[src/design/fbsp_pkg.sv]
// shared types and constants for the boot sector parser
// byte offsets of the captured fields, step counts of the serial units, sequencer states
// no dependencies
package fbsp_pkg;

   // byte offsets inside the boot sector
   localparam int OFFSET_WIDTH = 6;
   localparam logic [OFFSET_WIDTH-1:0] OFF_SECTOR_LO    = 6'd11;
   localparam logic [OFFSET_WIDTH-1:0] OFF_SECTOR_HI    = 6'd12;
   localparam logic [OFFSET_WIDTH-1:0] OFF_CLUSTER      = 6'd13;
   localparam logic [OFFSET_WIDTH-1:0] OFF_RESERVED_LO  = 6'd14;
   localparam logic [OFFSET_WIDTH-1:0] OFF_RESERVED_HI  = 6'd15;
   localparam logic [OFFSET_WIDTH-1:0] OFF_FAT_COUNT    = 6'd16;
   localparam logic [OFFSET_WIDTH-1:0] OFF_ROOT_LO      = 6'd17;
   localparam logic [OFFSET_WIDTH-1:0] OFF_ROOT_HI      = 6'd18;
   localparam logic [OFFSET_WIDTH-1:0] OFF_FATSZ16_LO   = 6'd22;
   localparam logic [OFFSET_WIDTH-1:0] OFF_FATSZ16_HI   = 6'd23;
   localparam logic [OFFSET_WIDTH-1:0] OFF_HIDDEN_B0    = 6'd28;
   localparam logic [OFFSET_WIDTH-1:0] OFF_HIDDEN_B1    = 6'd29;
   localparam logic [OFFSET_WIDTH-1:0] OFF_HIDDEN_B2    = 6'd30;
   localparam logic [OFFSET_WIDTH-1:0] OFF_HIDDEN_B3    = 6'd31;
   localparam logic [OFFSET_WIDTH-1:0] OFF_FATSZ32_B0   = 6'd36;
   localparam logic [OFFSET_WIDTH-1:0] OFF_FATSZ32_B1   = 6'd37;
   localparam logic [OFFSET_WIDTH-1:0] OFF_FATSZ32_B2   = 6'd38;
   localparam logic [OFFSET_WIDTH-1:0] OFF_FATSZ32_B3   = 6'd39;
   localparam logic [OFFSET_WIDTH-1:0] OFF_LIMIT        = 6'd40;

   // a directory entry is 32 bytes: shift the entry count by five
   localparam int DIR_ENTRY_SHIFT = 5;

   // serial arithmetic
   localparam int PROD_WIDTH = 40;
   localparam int QUO_WIDTH  = 21;
   localparam int MUL_CNT_WIDTH = 4;
   localparam int DIV_CNT_WIDTH = 5;
   localparam logic [MUL_CNT_WIDTH-1:0] MUL_STEPS = 4'd8;
   localparam logic [DIV_CNT_WIDTH-1:0] DIV_STEPS = 5'd21;

   // captured boot sector fields
   typedef struct packed {
      logic [15:0] sec_len;
      logic [7:0]  clus_secs;
      logic [15:0] reserved;
      logic [7:0]  fat_count;
      logic [15:0] root_entries;
      logic [15:0] fat_size_short;
      logic [31:0] hidden;
      logic [31:0] fat_size_long;
   } fbsp_fields_type;

   // sequencer states
   typedef enum logic [1:0] {
      ST_IDLE,
      ST_LOAD,
      ST_CALC,
      ST_SUM
   } fbsp_state_type;

endpackage

[src/design/fbsp_capture.sv]
// byte offset counter and little-endian field capture registers
// depends on fbsp_pkg
module fbsp_capture (
   input  logic                     clock,
   input  logic                     reset,
   input  logic                     byte_accept,
   input  logic [7:0]               data_byte,
   input  logic                     last_byte,
   output fbsp_pkg::fbsp_fields_type fields
);
   import fbsp_pkg::*;

   logic [OFFSET_WIDTH-1:0] offset_ff, offset_in;
   fbsp_fields_type         fields_ff, fields_in;

   // offset counts up to the limit, returns to zero after the last item
   always_comb begin
      offset_in = offset_ff;
      if (byte_accept) begin
         if (last_byte) begin
            offset_in = '0;
         end else if (offset_ff < OFF_LIMIT) begin
            offset_in = offset_ff + 1'b1;
         end
      end
   end

   // place the incoming byte into the field that owns this offset
   always_comb begin
      fields_in = fields_ff;
      if (byte_accept) begin
         case (offset_ff)
            OFF_SECTOR_LO:   fields_in.sec_len[7:0]         = data_byte;
            OFF_SECTOR_HI:   fields_in.sec_len[15:8]        = data_byte;
            OFF_CLUSTER:     fields_in.clus_secs            = data_byte;
            OFF_RESERVED_LO: fields_in.reserved[7:0]        = data_byte;
            OFF_RESERVED_HI: fields_in.reserved[15:8]       = data_byte;
            OFF_FAT_COUNT:   fields_in.fat_count            = data_byte;
            OFF_ROOT_LO:     fields_in.root_entries[7:0]    = data_byte;
            OFF_ROOT_HI:     fields_in.root_entries[15:8]   = data_byte;
            OFF_FATSZ16_LO:  fields_in.fat_size_short[7:0]  = data_byte;
            OFF_FATSZ16_HI:  fields_in.fat_size_short[15:8] = data_byte;
            OFF_HIDDEN_B0:   fields_in.hidden[7:0]          = data_byte;
            OFF_HIDDEN_B1:   fields_in.hidden[15:8]         = data_byte;
            OFF_HIDDEN_B2:   fields_in.hidden[23:16]        = data_byte;
            OFF_HIDDEN_B3:   fields_in.hidden[31:24]        = data_byte;
            OFF_FATSZ32_B0:  fields_in.fat_size_long[7:0]   = data_byte;
            OFF_FATSZ32_B1:  fields_in.fat_size_long[15:8]  = data_byte;
            OFF_FATSZ32_B2:  fields_in.fat_size_long[23:16] = data_byte;
            OFF_FATSZ32_B3:  fields_in.fat_size_long[31:24] = data_byte;
            default: ;
         endcase
      end
   end

   always_ff @(posedge clock) begin
      if (reset) begin
         offset_ff <= '0;
         fields_ff <= '0;
      end else begin
         offset_ff <= offset_in;
         fields_ff <= fields_in;
      end
   end

   assign fields = fields_ff;

endmodule

[src/design/fbsp_mul.sv]
// bit-serial multiply-add: addend + multiplicand * multiplier, one multiplier bit a cycle
// depends on fbsp_pkg
module fbsp_mul (
   input  logic                            clock,
   input  logic                            reset,
   input  logic                            start,
   input  logic [15:0]                     addend,
   input  logic [31:0]                     mcand,
   input  logic [7:0]                      mplier,
   output logic [fbsp_pkg::PROD_WIDTH-1:0] product,
   output logic                            done
);
   import fbsp_pkg::*;

   logic [PROD_WIDTH-1:0]    acc_ff, acc_in;
   logic [PROD_WIDTH-1:0]    mcand_ff, mcand_in;
   logic [7:0]               mplier_ff, mplier_in;
   logic [MUL_CNT_WIDTH-1:0] count_ff, count_in;

   // load operands on start, then shift and add one bit per cycle
   always_comb begin
      acc_in    = acc_ff;
      mcand_in  = mcand_ff;
      mplier_in = mplier_ff;
      count_in  = count_ff;
      if (start) begin
         acc_in    = {{(PROD_WIDTH-16){1'b0}}, addend};
         mcand_in  = {{(PROD_WIDTH-32){1'b0}}, mcand};
         mplier_in = mplier;
         count_in  = '0;
      end else if (count_ff != MUL_STEPS) begin
         if (mplier_ff[0]) begin
            acc_in = acc_ff + mcand_ff;
         end
         mcand_in  = {mcand_ff[PROD_WIDTH-2:0], 1'b0};
         mplier_in = {1'b0, mplier_ff[7:1]};
         count_in  = count_ff + 1'b1;
      end
   end

   always_ff @(posedge clock) begin
      if (reset) begin
         count_ff <= MUL_STEPS;
      end else begin
         count_ff <= count_in;
      end
   end

   always_ff @(posedge clock) begin
      acc_ff    <= acc_in;
      mcand_ff  <= mcand_in;
      mplier_ff <= mplier_in;
   end

   assign product = acc_ff;
   assign done    = (count_ff == MUL_STEPS);

endmodule

[src/design/fbsp_div.sv]
// restoring divider, one quotient bit per cycle
// depends on fbsp_pkg
module fbsp_div (
   input  logic                           clock,
   input  logic                           reset,
   input  logic                           start,
   input  logic [fbsp_pkg::QUO_WIDTH-1:0] dividend,
   input  logic [15:0]                    divisor,
   output logic [fbsp_pkg::QUO_WIDTH-1:0] quotient,
   output logic                           done
);
   import fbsp_pkg::*;

   logic [QUO_WIDTH-1:0]     quo_ff, quo_in;
   logic [15:0]              rem_ff, rem_in;
   logic [15:0]              divisor_ff, divisor_in;
   logic [DIV_CNT_WIDTH-1:0] count_ff, count_in;
   logic [16:0]              trial;
   logic [16:0]              diff;
   logic                     fits;

   // shift one dividend bit into the partial remainder and try a subtract
   always_comb begin
      trial = {rem_ff, quo_ff[QUO_WIDTH-1]};
      diff  = trial - {1'b0, divisor_ff};
      fits  = (trial >= {1'b0, divisor_ff});
   end

   always_comb begin
      quo_in     = quo_ff;
      rem_in     = rem_ff;
      divisor_in = divisor_ff;
      count_in   = count_ff;
      if (start) begin
         quo_in     = dividend;
         rem_in     = '0;
         divisor_in = divisor;
         count_in   = '0;
      end else if (count_ff != DIV_STEPS) begin
         rem_in   = fits ? diff[15:0] : trial[15:0];
         quo_in   = {quo_ff[QUO_WIDTH-2:0], fits};
         count_in = count_ff + 1'b1;
      end
   end

   always_ff @(posedge clock) begin
      if (reset) begin
         count_ff <= DIV_STEPS;
      end else begin
         count_ff <= count_in;
      end
   end

   always_ff @(posedge clock) begin
      quo_ff     <= quo_in;
      rem_ff     <= rem_in;
      divisor_ff <= divisor_in;
   end

   assign quotient = quo_ff;
   assign done     = (count_ff == DIV_STEPS);

endmodule

[src/design/fat_boot_sector_parser.sv]
// boot sector parameter block parser, top level
// depends on fbsp_pkg, fbsp_capture, fbsp_mul, fbsp_div
//
// Usage:
//   The req_ channel carries the boot sector one byte per item, first byte at
//   offset zero; req_last_byte marks the final byte of the sector. After the
//   item with req_last_byte set, one result item appears on the rsp_ channel:
//   the sequencer snapshots the captured fields, the bit-serial divider gives
//   the root directory sector count (the 8-step serial multiply for the root
//   directory start runs alongside it), the sequencer sees both units finish
//   and, once the output register is free, does the final add into it.
//   Bytes keep flowing while the result is computed. Only a further byte with
//   req_last_byte set is stalled until the previous result has moved into the
//   output register, so a full 512-byte sector sees no stall unless the
//   receiver holds a result back.
//   The result waits in the output register while rsp_stall is high.
//   Reset clears the byte offset, all captured fields and the sequencer;
//   no result is pending after reset.
module fat_boot_sector_parser (
   input  logic        clock,
   input  logic        reset,
   input  logic        req_valid,
   output logic        req_stall,
   input  logic [7:0]  req_data_byte,
   input  logic        req_last_byte,
   output logic        rsp_valid,
   input  logic        rsp_stall,
   output logic        rsp_is_fat32,
   output logic [15:0] rsp_bytes_per_sector,
   output logic [7:0]  rsp_sectors_per_cluster,
   output logic [15:0] rsp_rsvd_secs,
   output logic [7:0]  rsp_fat_copies,
   output logic [15:0] rsp_root_entries,
   output logic [31:0] rsp_fat_secs,
   output logic [31:0] rsp_hidden_secs,
   output logic [39:0] rsp_rootdir_start,
   output logic [20:0] rsp_root_dir_sectors,
   output logic [39:0] rsp_data_start,
   output logic        rsp_bad_sec_len
);
   import fbsp_pkg::*;

   fbsp_state_type        state_ff, state_in;
   fbsp_fields_type       live_fields;
   fbsp_fields_type       snap_ff, snap_in;
   logic                  req_accept;
   logic                  out_free;
   logic                  calc_start;
   logic                  out_load;
   logic                  snap_fat32;
   logic [31:0]           snap_spf;
   logic [PROD_WIDTH-1:0] mul_product;
   logic                  mul_done;
   logic [QUO_WIDTH-1:0]  div_dividend;
   logic [QUO_WIDTH-1:0]  div_quotient;
   logic                  div_done;
   logic                  snap_bad;
   logic [QUO_WIDTH-1:0]  root_secs;

   logic                  rsp_valid_ff, rsp_valid_in;
   logic                  is_fat32_ff;
   logic [15:0]           bytes_per_sector_ff;
   logic [7:0]            sectors_per_cluster_ff;
   logic [15:0]           rsvd_secs_ff;
   logic [7:0]            fat_copies_ff;
   logic [15:0]           root_entries_ff;
   logic [31:0]           fat_secs_ff;
   logic [31:0]           hidden_secs_ff;
   logic [39:0]           rootdir_start_ff;
   logic [20:0]           root_dir_sectors_ff;
   logic [39:0]           data_start_ff;
   logic                  bad_sec_len_ff;

   // input handshake: a new last item waits while a result is in flight
   assign req_stall  = req_last_byte && (state_ff != ST_IDLE);
   assign req_accept = req_valid && !req_stall;
   assign out_free   = !rsp_valid_ff || !rsp_stall;

   fbsp_capture u_capture (
      .clock       (clock),
      .reset       (reset),
      .byte_accept (req_accept),
      .data_byte   (req_data_byte),
      .last_byte   (req_last_byte),
      .fields      (live_fields)
   );

   // sequencer next state
   always_comb begin
      state_in = state_ff;
      case (state_ff)
         ST_IDLE: if (req_accept && req_last_byte) state_in = ST_LOAD;
         ST_LOAD: state_in = ST_CALC;
         ST_CALC: if (mul_done && div_done) state_in = ST_SUM;
         ST_SUM:  if (out_free) state_in = ST_IDLE;
         default: state_in = ST_IDLE;
      endcase
   end

   // sequencer outputs
   always_comb begin
      calc_start = 1'b0;
      out_load   = 1'b0;
      case (state_ff)
         ST_LOAD: calc_start = 1'b1;
         ST_SUM:  out_load   = out_free;
         default: ;
      endcase
   end

   always_ff @(posedge clock) begin
      if (reset) begin
         state_ff <= ST_IDLE;
      end else begin
         state_ff <= state_in;
      end
   end

   // snapshot of the fields as they stood after the last item
   assign snap_in = calc_start ? live_fields : snap_ff;

   always_ff @(posedge clock) begin
      snap_ff <= snap_in;
   end

   // volume type chooses the fat size for the multiplier
   always_comb begin
      snap_fat32 = (live_fields.root_entries == 16'd0);
      snap_spf   = snap_fat32 ? live_fields.fat_size_long
                              : {16'd0, live_fields.fat_size_short};
   end

   fbsp_mul u_mul (
      .clock   (clock),
      .reset   (reset),
      .start   (calc_start),
      .addend  (live_fields.reserved),
      .mcand   (snap_spf),
      .mplier  (live_fields.fat_count),
      .product (mul_product),
      .done    (mul_done)
   );

   assign div_dividend = {live_fields.root_entries, {DIR_ENTRY_SHIFT{1'b0}}};

   fbsp_div u_div (
      .clock    (clock),
      .reset    (reset),
      .start    (calc_start),
      .dividend (div_dividend),
      .divisor  (live_fields.sec_len),
      .quotient (div_quotient),
      .done     (div_done)
   );

   // zero sector size forces the root directory sector count to zero
   assign snap_bad  = (snap_ff.sec_len == 16'd0);
   assign root_secs = snap_bad ? '0 : div_quotient;

   // output register
   assign rsp_valid_in = out_load ? 1'b1 : (rsp_valid_ff && rsp_stall);

   always_ff @(posedge clock) begin
      if (reset) begin
         rsp_valid_ff <= 1'b0;
      end else begin
         rsp_valid_ff <= rsp_valid_in;
      end
   end

   always_ff @(posedge clock) begin
      if (out_load) begin
         is_fat32_ff            <= (snap_ff.root_entries == 16'd0);
         bytes_per_sector_ff    <= snap_ff.sec_len;
         sectors_per_cluster_ff <= snap_ff.clus_secs;
         rsvd_secs_ff           <= snap_ff.reserved;
         fat_copies_ff          <= snap_ff.fat_count;
         root_entries_ff        <= snap_ff.root_entries;
         if (snap_ff.root_entries == 16'd0) begin
            fat_secs_ff    <= snap_ff.fat_size_long;
            hidden_secs_ff <= snap_ff.hidden;
         end else begin
            fat_secs_ff    <= {16'd0, snap_ff.fat_size_short};
            hidden_secs_ff <= {16'd0, snap_ff.hidden[15:0]};
         end
         rootdir_start_ff    <= mul_product;
         root_dir_sectors_ff <= root_secs;
         data_start_ff       <= mul_product + {{(PROD_WIDTH-QUO_WIDTH){1'b0}}, root_secs};
         bad_sec_len_ff      <= snap_bad;
      end
   end

   assign rsp_valid               = rsp_valid_ff;
   assign rsp_is_fat32            = is_fat32_ff;
   assign rsp_bytes_per_sector    = bytes_per_sector_ff;
   assign rsp_sectors_per_cluster = sectors_per_cluster_ff;
   assign rsp_rsvd_secs           = rsvd_secs_ff;
   assign rsp_fat_copies          = fat_copies_ff;
   assign rsp_root_entries        = root_entries_ff;
   assign rsp_fat_secs            = fat_secs_ff;
   assign rsp_hidden_secs         = hidden_secs_ff;
   assign rsp_rootdir_start       = rootdir_start_ff;
   assign rsp_root_dir_sectors    = root_dir_sectors_ff;
   assign rsp_data_start          = data_start_ff;
   assign rsp_bad_sec_len         = bad_sec_len_ff;

endmodule
[config.mk]
export PLATFORM = sky130hd
export DESIGN_NAME = fat_boot_sector_parser
export DESIGN_NICKNAME = d
export VERILOG_FILES = /design/src/design/fbsp_pkg.sv /design/src/design/fbsp_capture.sv /design/src/design/fbsp_mul.sv /design/src/design/fbsp_div.sv /design/src/design/fat_boot_sector_parser.sv
export SDC_FILE = /design/constraint.sdc
export NUM_CORES = 1
export LEC_CHECK = 0
export BUFFER_PORTS_ARGS = -buffer_cell sky130_fd_sc_hd__buf_2
export CAP_MARGIN = 20
export CORE_UTILIZATION = 50
export CTS_CLUSTER_DIAMETER = 60
export CTS_CLUSTER_SIZE = 20
export DETAILED_ROUTE_END_ITERATION = 12
export PLACE_DENSITY = 0.71
export SYNTH_ARGS = -nofsm -noshare
export SYNTH_HDL_FRONTEND = slang
export SYNTH_SLANG_ARGS = --single-unit
[constraint.sdc]
create_clock -name clock -period 23.3 [get_ports clock]
set_clock_uncertainty 0.05 [all_clocks]
set_input_delay 2.33 -clock clock [delete_from_list [all_inputs] [get_ports clock]]
set_output_delay 2.33 -clock clock [all_outputs]
set_load 0.01 [all_outputs]
---- Yosys cells after proc, flatten, opt, wreduce, memory -nomap -nowiden ----
Cells that the tools add are included.
word-level totals
  memories kept ........................... 0
  output and inout port bits .............. 233
  bits in registers ....................... 662
  logic and storage cells ................. 158
  ROM bits ................................ 0
  bits in writable memories ............... 0
  bits in latches ......................... 0
cells by class
  $lt $le $gt $ge ......................... 2
  equality and inequality tests ........... 28
  multiplexer cells ....................... 26
  reduce and logical (&&, ||, !) cells .... 41
  div/mod/pow operators ................... 0
  bitwise logic cells ..................... 0
  multiply operators ...................... 0
  shift-type cells ........................ 0
  add/sub/neg operators ................... 6
operators with widths
  cell                                                number
  2-to-1 mux 32 bit                                   3
  2-to-1 mux 16 bit                                   5
  2-to-1 mux 21 bit                                   3
  == test 6 x 5 -> 1 bit (second input constant)      9
  logical NOT 16 bit                                  3
  AND reduction 2 bit                                 21
  adder 40 x 21 -> 40 bit                             1
  adder 40 bit                                        1
  == test 6 x 4 -> 1 bit (second input constant)      5
  == test 6 bit (second input constant)               4
  greater-or-equal comparator 17 x 16 -> 1 bit        1
  2-to-1 mux 8 bit                                    2
  subtractor 16 bit                                   1
  2-to-1 mux 6 bit                                    2
  2-to-1 mux 5 bit                                    2
  nonzero test 2 bit                                  5
  2-to-1 mux 4 bit                                    2
  one-hot mux 2 bit (4 select lines)                  1
  adder 6 x 1 -> 6 bit (second input constant)        1
  less-than comparator 6 bit (second input constant)  1
  2-to-1 mux 2 bit                                    3
  inequality test 2 bit (second input constant)       3
  adder 5 x 1 -> 5 bit (second input constant)        1
  == test 5 bit (second input constant)               1
  13 further kinds                                    22

---- Depth between registers and ports, before layout ----
Gate-level depths: netlist of run 1.
  depth after elaboration ................. 7
  depth in mapped cells ................... 16
  depth with buffers taken out ............ 15

---- Modules after synthesis ----
From an unflattened synthesis of run 1, not the netlist that was laid out.
unflattened totals
  cells, all modules ...................... 2213
  area total of the unflattened synthesis .. 29246.8 um2
by module, submodules not included
  module                  area each (um2)  times used  sequential area each (um2)  cells each
  fat_boot_sector_parser  13999.7          1           11320.9                     742
  fbsp_capture            6172.2           1           3002.9                      546
  fbsp_mul                5845.6           1           2402.3                      622
  fbsp_div                3229.3           1           1531.5                      303

---- Worst setup path before layout of run 1 ----
Ideal clock, no wire load.
  kind .................................... input-to-reg
  start ................................... in rsp_stall
  end ..................................... reg bad_sec_len_ff, in the netlist rsp_bad_sec_len, enable pin
  data arrival time ....................... 18.904 ns
  data required time ...................... 22.072 ns
  path slack .............................. 3.169 ns
  buffers on the path ..................... 0
  stages .................................. 1
  cells stage by stage .................... a21boi_0
on the way
  word-level cells in the longest chain between the ends .. 3
RTL lines
  element               RTL line                       RTL
  start, declared       fat_boot_sector_parser.sv:27   input logic rsp_stall,
  logical NOT 1 bit     fat_boot_sector_parser.sv:77   assign out_free = !rsp_valid_ff || !rsp_stall;
  logical OR 1 bit      fat_boot_sector_parser.sv:77
  2-to-1 mux 1 bit      fat_boot_sector_parser.sv:104  case (state_ff)
  end signal, assigned  fat_boot_sector_parser.sv:189  bad_sec_len_ff <= snap_bad;
  end, declared         fat_boot_sector_parser.sv:72   logic bad_sec_len_ff;
Every way passes these cells.
A chain may end at the register's enable or synchronous reset.

==> results of run 1 <==
## state kept, by name (all words and copies together), names as in the netlist, 2 cells and up
register,cells
rsp_bytes_per_sector,16
rsp_data_start,40
rsp_fat_copies,8
rsp_fat_secs,32
rsp_hidden_secs,32
rsp_root_dir_sectors,21
rsp_root_entries,16
rsp_rootdir_start,40
rsp_rsvd_secs,16
rsp_sectors_per_cluster,8
snap_ff,128
state_ff,2
u_capture.fields,144
u_capture.offset_ff,6
u_div.count_ff,5
u_div.divisor_ff,16
u_div.quotient,21
u_div.rem_ff,16
u_mul.count_ff,4
u_mul.mcand_ff,40
u_mul.mplier_ff,8
u_mul.product,40
## stage by stage
step	total power (W)	setup slack (ns)
after CTS	0.00396	17.91
after global placement	0.00305	18.07
final	0.00395	17.95
after detailed placement	0.00310	17.96
after floorplan	0.00276	3.17
after global routing	0.00418	17.66
## layout make-up
cell class / count / share of cell area
flip-flops and latches: 662 / 0.576
multi-input cells: 1436 / 0.293
repair buffers: 264 / 0.0460
clock buffers: 58 / 0.0416
well taps: 696 / 0.0283
clock inverters: 28 / 0.00979
inverters: 49 / 0.00597
## path summary, 6_finish.rpt
path | end | depth (start not counted)
setup / recovery | rsp_data_start[26]$_DFFE_PP_ | 15
hold / removal | rsp_hidden_secs[5]$_DFFE_PP_ | 0
setup reg to reg | rsp_data_start[26]$_DFFE_PP_ | 15
hold reg to reg | rsp_hidden_secs[5]$_DFFE_PP_ | 0
## cell families (layout without fill, tap and decap cells)
family / after synthesis / count (layout)
AO/OA/AOI/OAI: 452 / 452
multiplexers: 92 / 92
XOR/XNOR: 91 / 91
buffers and inverters: 170 / 399
flip-flops: 662 / 662
adder cells (fa/ha/maj): 91 / 91
AND/OR/NAND/NOR: 710 / 710
## power breakdown
part,total [W],internal [W],switching (W)
Clock,0.000856,0.000430,0.000426
Sequential,0.00175,0.00160,0.000150
Combinational,0.00134,0.000515,0.000829
Total,0.00395,0.00254,0.00141
## routing by layer
metal / up-vias / track usage / share of wire
met2: 506 / 0.382 / 0.50
met5: - / 0 / 0
met1: 8831 / 0.296 / 0.42
li1: 8627 / - / -
met3: 105 / 0.0322 / 0.052
met4: 0 / 0.0929 / 0.035
## placed cells by master, fill, tap and decap left out, types with 43 or more instances in the layout
| cell type | Yosys | routed |
|---|---|---|
| dfxtp_1 | 215 | 215 |
| a21oi_1 | 216 | 216 |
| mux2i_1 | 67 | 67 |
| nor2_1 | 125 | 125 |
| nand2_1 | 274 | 274 |
| edfxtp_1 | 447 | 447 |
| and2_1 | 58 | 58 |
| nand3_1 | 123 | 123 |
| xnor2_1 | 48 | 48 |
| o21ai_0 | 80 | 80 |
| inv_1 | 48 | 48 |
| xor2_1 | 43 | 43 |
| buf_2 | 3 | 244 |
| clkbuf_16 | 0 | 50 |
| ha_1 | 88 | 87 |
==> summary.md, run 1 <==
| Metric | Value |
|---|---|
| Post-route insts no fill | about 3200 |
| Share of cells above drive strength 1 | 0.155 |
| Clock-pin slew on the worst setup and hold paths | approximately 0.080 ns |
| Hold WS | 0.369 ns |
| Ant diodes | 0 |
| PwrDens | ~130 nW/um2 |
| Dpl cell area | 29200 um2 |
| DIE WIDTH | around 240 um |
| Mapped Cells | 2268 |
| Site row count | between 80 and 90 |
| Synth Cell Area | approximately 27000 um2 |
| Largest net degree at the start of global routing | roughly 200 |
| Most frequent cells after synthesis | edfxtp_1 (447), nand2_1 (274), a21oi_1 (216) |
| Post-DP HPWL | 43300 um |
| Post-synth EDFFs | 447 |
| Status | finished clean |
| Yosys warns | 0 |
| GPL Wtd Cong | ~0.9 |
| Slack of the worst reg-to-reg path | roughly 18 ns |
| Root buf cell | clkbuf_16 |
| Proportion of synthesized area in mux cells | 0.0348 |
| Required time of the critical path | 23.58 ns |
| Top Ports | 246 |
| Most frequent cell after synthesis | edfxtp_1 |
| Number of port buffers | roughly 250 |
| Critical path type | flip-flop to flip-flop |
| Synth Area in Adders | 0.0425 |
| Critical path's largest stage delay | 0.76 ns |
| Critical hold path startpoint | snap_ff[37]$_DFFE_PP_ |
| Hold Buf Count CTS | 0 |
| First-pass GRT wire length | ~98000 um |
| Synth Flop Type | edfxtp_1 |
| Yosys cell types | 64 |
| Worst-skew pair later-pin latency | 0.61 ns |
| Cells along the critical path | nor4_1, nand4_1, and2_1, ha_1, fa_1, a21o_1, a21oi_2, o21bai_1, a21oi_2, o21bai_1, a41o_1, a311o_1, a31oi_4, nor4b_1, xor2_1 |
| Initial antenna violation count | 0 |
| CP Capture Type | flip-flop |
| Die area | about 56000 um2 |
| CTS Sinks | between 600 and 700 |
| Area growth, synth to finish | 12.6% |
| Fin crit period | 5.35 ns |
| Setup violations, final | 0 |
| CTS buffer count | 48 |
| WP data arrival | about 5.6 ns |
| Max-cap violations | 0 |
| Leak | 11.6 nW |
| Area leader, netlist | edfxtp_1 |
| Via count | 18100 |
| Avg Inst Size Synth | 12.1 um2 |
| Top delay family on crit path | compound AO/OA/AOI/OAI gates |
| Fmax | approximately 190 MHz |
| Vias in the first global route | roughly 17000 |
| H-tree depth | 2 |
| Chip height | 236 um |
| Max-slew headroom | 0.280 |
| WP buf/inv | 0 |
| CP Max Fanout | 21 |
| Cell count after placement | about 3100 |
| CP startpoint kind | flip-flop |
| Final ANT Viol Nets | 0 |
| Initial Utilization | 0.507 |
| Area contributors post-synth | edfxtp_1 (49%), dfxtp_1 (16%), ha_1 (4.0%), a21oi_1 (4.0%), nand2_1 (3.8%) |
| RR Startpoint | u_div.divisor_ff[1]$_DFFE_PP_ |
| Synth Area in Compound Gates | 0.100 |
| Clock tree from TritonCTS | built |
| Post-DR vias/cell | ~5.7 |
| Critical-path top delay cell | nand4_1 |
| Worst Hold Class | flip-flop to flip-flop |
| Post-synthesis xor/xnor area fraction | 0.0292 |
| Largest family of logic cells by synthesized area | simple AND/OR/NAND/NOR gates |
| RSZ-0062 raised after global routing | no |
| Design area | 30800 um2 |
| Sequential fraction of the synthesis area | 0.648 |
| Routed WL | around 64000 um |
| Initial DRC count | 1217 |
| PostCTS Resize Cnt | 0 |
| Core Util, Final | 0.571 |
| Hold Violations, Final | 0 |
| Core ar. | 53900 um2 |
| Area occupied by multi-input gates | 9000 um2 |
| CTS Buffer Depth | 3 |
| Post-Synth Simple-Gate Area | 0.121 |
| Syn Nets | 2372 |
| DR DRC count | 0 |
| Worst-margin pin slew | about 1.1 ns |
| Final slew viol count | 0 |
| Layout fillers | around 4400 |
| Wire per inst | between 20 and 25 um |
| Post-CTS Setup Inserts | 0 |
| # nets final | ~2600 |
| Yosys reg bits | between 600 and 700 |
| Top cell type's share of synthesized area | 0.491 |
| Final Cycle Share | 0.230 |
| Total global routing overflow | 0 |
| VDD IR max | 0.0745 mV |
| CP Launch Point | u_div.divisor_ff[1]$_DFFE_PP_ |
| FF+latch area | 17700 um2 |
| GRT Resource Usage Total | 0.227 |
| Post-synthesis async set-or-reset flop share | 0 |
| First-pass iteration count of the detailed router | 5 |
| Setup TNS | 0 ns |
No activity file was read; power rests on OpenSTA's default activity.
==> run 2: changes to the inputs <==
- PLACE_DENSITY: 0.71 -> 0.74
- clock period: 23.3 -> 4.8 ns (I/O delays scaled with it)
==> run 2 against run 1 <==
Compared with the run above: clock power rose to 4.7 times the previous value; critical path depth up 1; maximum frequency grew 16%; final area is essentially flat; via count is 0.95% higher; critical path type unchanged; critical endpoint unchanged; largest cell class unchanged; highest routed layer unchanged.
==> summary.md, run 2 (synthesized netlist as in run 1, its figures left out) <==
| Metric | Value |
|---|---|
| Required time of the critical path | a little over 5 ns |
| Routed WL | 64800 um |
| Final Cycle Share | 0.960 |
| GRT Resource Usage Total | 0.228 |
| Critical path type | flip-flop to flip-flop |
| Max reg flops | between 100 and 150 |
| Hold WS | 0.151 ns |
| Hold Violations, Final | 0 |
| CTS Sinks | 662 |
| Post-DR vias/cell | approximately 5.7 |
| Post-DP HPWL | 44600 um |
| DR DRC count | 0 |
| Post-route insts no fill | 3199 |
| WP data arrival | 4.88 ns |
| Initial DRC count | 1361 |
| Worst Hold Class | input port to flip-flop |
| Commonest non-fill, non-tap cell in the layout | edfxtp_1 |
| Number of port buffers | 245 |
| Vias in the first global route | 17700 |
| Setup violations, final | 0 |
| Worst setup endpoint | rsp_data_start[26]$_DFFE_PP_ |
| Worst-margin pin slew | 1.07 ns |
| Area growth, synth to finish | 12.7% |
| Area occupied by multi-input gates | 9030 um2 |
| Top Ports | around 250 |
| Core Util, Final | 0.571 |
| Cell count of the worst reg-to-reg path | 16 |
| Chip height | ~240 um |
| Fin crit period | roughly 4.6 ns |
| GR Util met3 | 0.0349 |
| Root buf cell | clkbuf_16 |
| Layout fillers | ~4400 |
| CP Launch Point | u_div.divisor_ff[10]$_DFFE_PP_ |
| Worst-skew pair later-pin latency | a little over 0.6 ns |
| Max-slew headroom | 0.286 |
| Largest net degree at the start of global routing | between 100 and 150 |
| Hold Buf Count CTS | 0 |
| # nets final | between 2000 and 3000 |
| CTS buffer count | 45 |
| VDD IR max | around 0.30 mV |
| Site row count | 85 |
| Status | finished clean |
| Most frequent cells in the layout | edfxtp_1 (447), nand2_1 (273), buf_2 (244) |
| CP startpoint kind | flip-flop |
| Max-cap violations | 0 |
| First-pass iteration count of the detailed router | 5 |
| Share of cells above drive strength 1 | 0.157 |
| Initial Utilization | 0.507 |
| Cell count after placement | ~3100 |
| First-pass GRT wire length | 98700 um |
| RR Startpoint | u_div.divisor_ff[10]$_DFFE_PP_ |
| Dpl cell area | about 30000 um2 |
| Leak | 11.6 nW |
| GPL Wtd Cong | about 0.92 |
| Via count | between 15000 and 20000 |
| CP Capture Type | flip-flop |
| Final slew viol count | 0 |
| Fmax | about 220 MHz |
| Total global routing overflow | 0 |
| GRT busiest layer | met2 |
| Slack of the worst reg-to-reg path | roughly 0.19 ns |
| RSZ-0062 raised after global routing | no |
| Final ANT Viol Nets | 0 |
| Initial antenna violation count | 0 |
| Clock-pin slew on the worst setup and hold paths | 0.08 ns |
| CP Max Fanout | 20 |
| Crit Reg-Reg Endpoint | rsp_data_start[26]$_DFFE_PP_ |
| Routing usage on met2 | 0.395 |
| DIE WIDTH | between 200 and 250 um |
| Clock tree from TritonCTS | built |
| FF+latch area | roughly 18000 um2 |
| Ant diodes | 0 |
| PwrDens | 618 nW/um2 |
| CTS Buffer Depth | 3 |
| Die area | 55600 um2 |
| Core ar. | approximately 54000 um2 |
| Met1 usage | 0.292 |
| Wire per inst | a little over 20 um |
| Design area | about 31000 um2 |
| Total power | 0.0190 W |
| H-tree depth | 2 |
## run 2: worst min path at each step
stage / from / to / slack [ns] / depth (start not counted)
floorplan: snap_ff[96]$_DFFE_PP_ / rsp_fat_copies[0]$_DFFE_PP_ / 0.35 / 0
global placement: snap_ff[123]$_DFFE_PP_ / rsp_sectors_per_cluster[3]$_DFFE_PP_ / 0.35 / 0
detailed placement: snap_ff[109]$_DFFE_PP_ / rsp_rsvd_secs[5]$_DFFE_PP_ / 0.36 / 0
CTS: rsp_stall / rsp_valid$_SDFF_PP0_ / 0.12 / 3
global route: rsp_stall / rsp_valid$_SDFF_PP0_ / 0.15 / 3
finish: rsp_stall / rsp_valid$_SDFF_PP0_ / 0.15 / 3
## run 2: what timing repair did
item,in CTS,in global routing
setup endpoints to repair,0,9
setup buffers,0,1
gates resized for setup,0,2
endpoints found under the hold margin,0,0
## run 2: power by group
group	internal [W]	total, W	switching (W)
Combinational	0.00253	0.00654	0.00401
Sequential	0.00777	0.00851	0.000750
Clock	0.00198	0.00399	0.00201
Total	0.0123	0.0190	0.00676
## run 2: per-stage QoR
stage	worst slack [ns]	setup TNS (ns)
2_1_floorplan	-0.0254	-5.88
5_1_grt	0.0572	0
3_3_place_gp	0.206	0
3_5_place_dp	0.124	0
4_1_cts	0.0844	0
6_report	0.191	0
## run 2: final cells by class
cell class	count	share of cell area
Timing Repair Buffer	272	0.0485
Sequential cell	662	0.576
Clock buffer	63	0.0401
Multi-Input combinational cell	1436	0.293
Inverter	49	0.00597
Clock inverter	21	0.00841
Tap cell	696	0.0283
## run 2: layer usage
metal,up-vias,share of wire
met5,-,0
met4,0,0.034
met3,125,0.053
met2,537,0.50
met1,8943,0.41
li1,8635,-
## run 2: critical path: stages, from the launching register on
cell and delay [ns]:
edfxtp_1 0.43, nor4_2 0.41, nand4_1 0.32, buf_4 0.31
and2_1 0.21, fa_1 0.44, a21o_1 0.19, a21oi_2 0.17
o21bai_1 0.09, a21oi_2 0.19, o21bai_1 0.12, a41o_1 0.33
a311o_1 0.47, a31oi_4 0.22, buf_12 0.15, nor4b_1 0.06
xor2_1 0.17
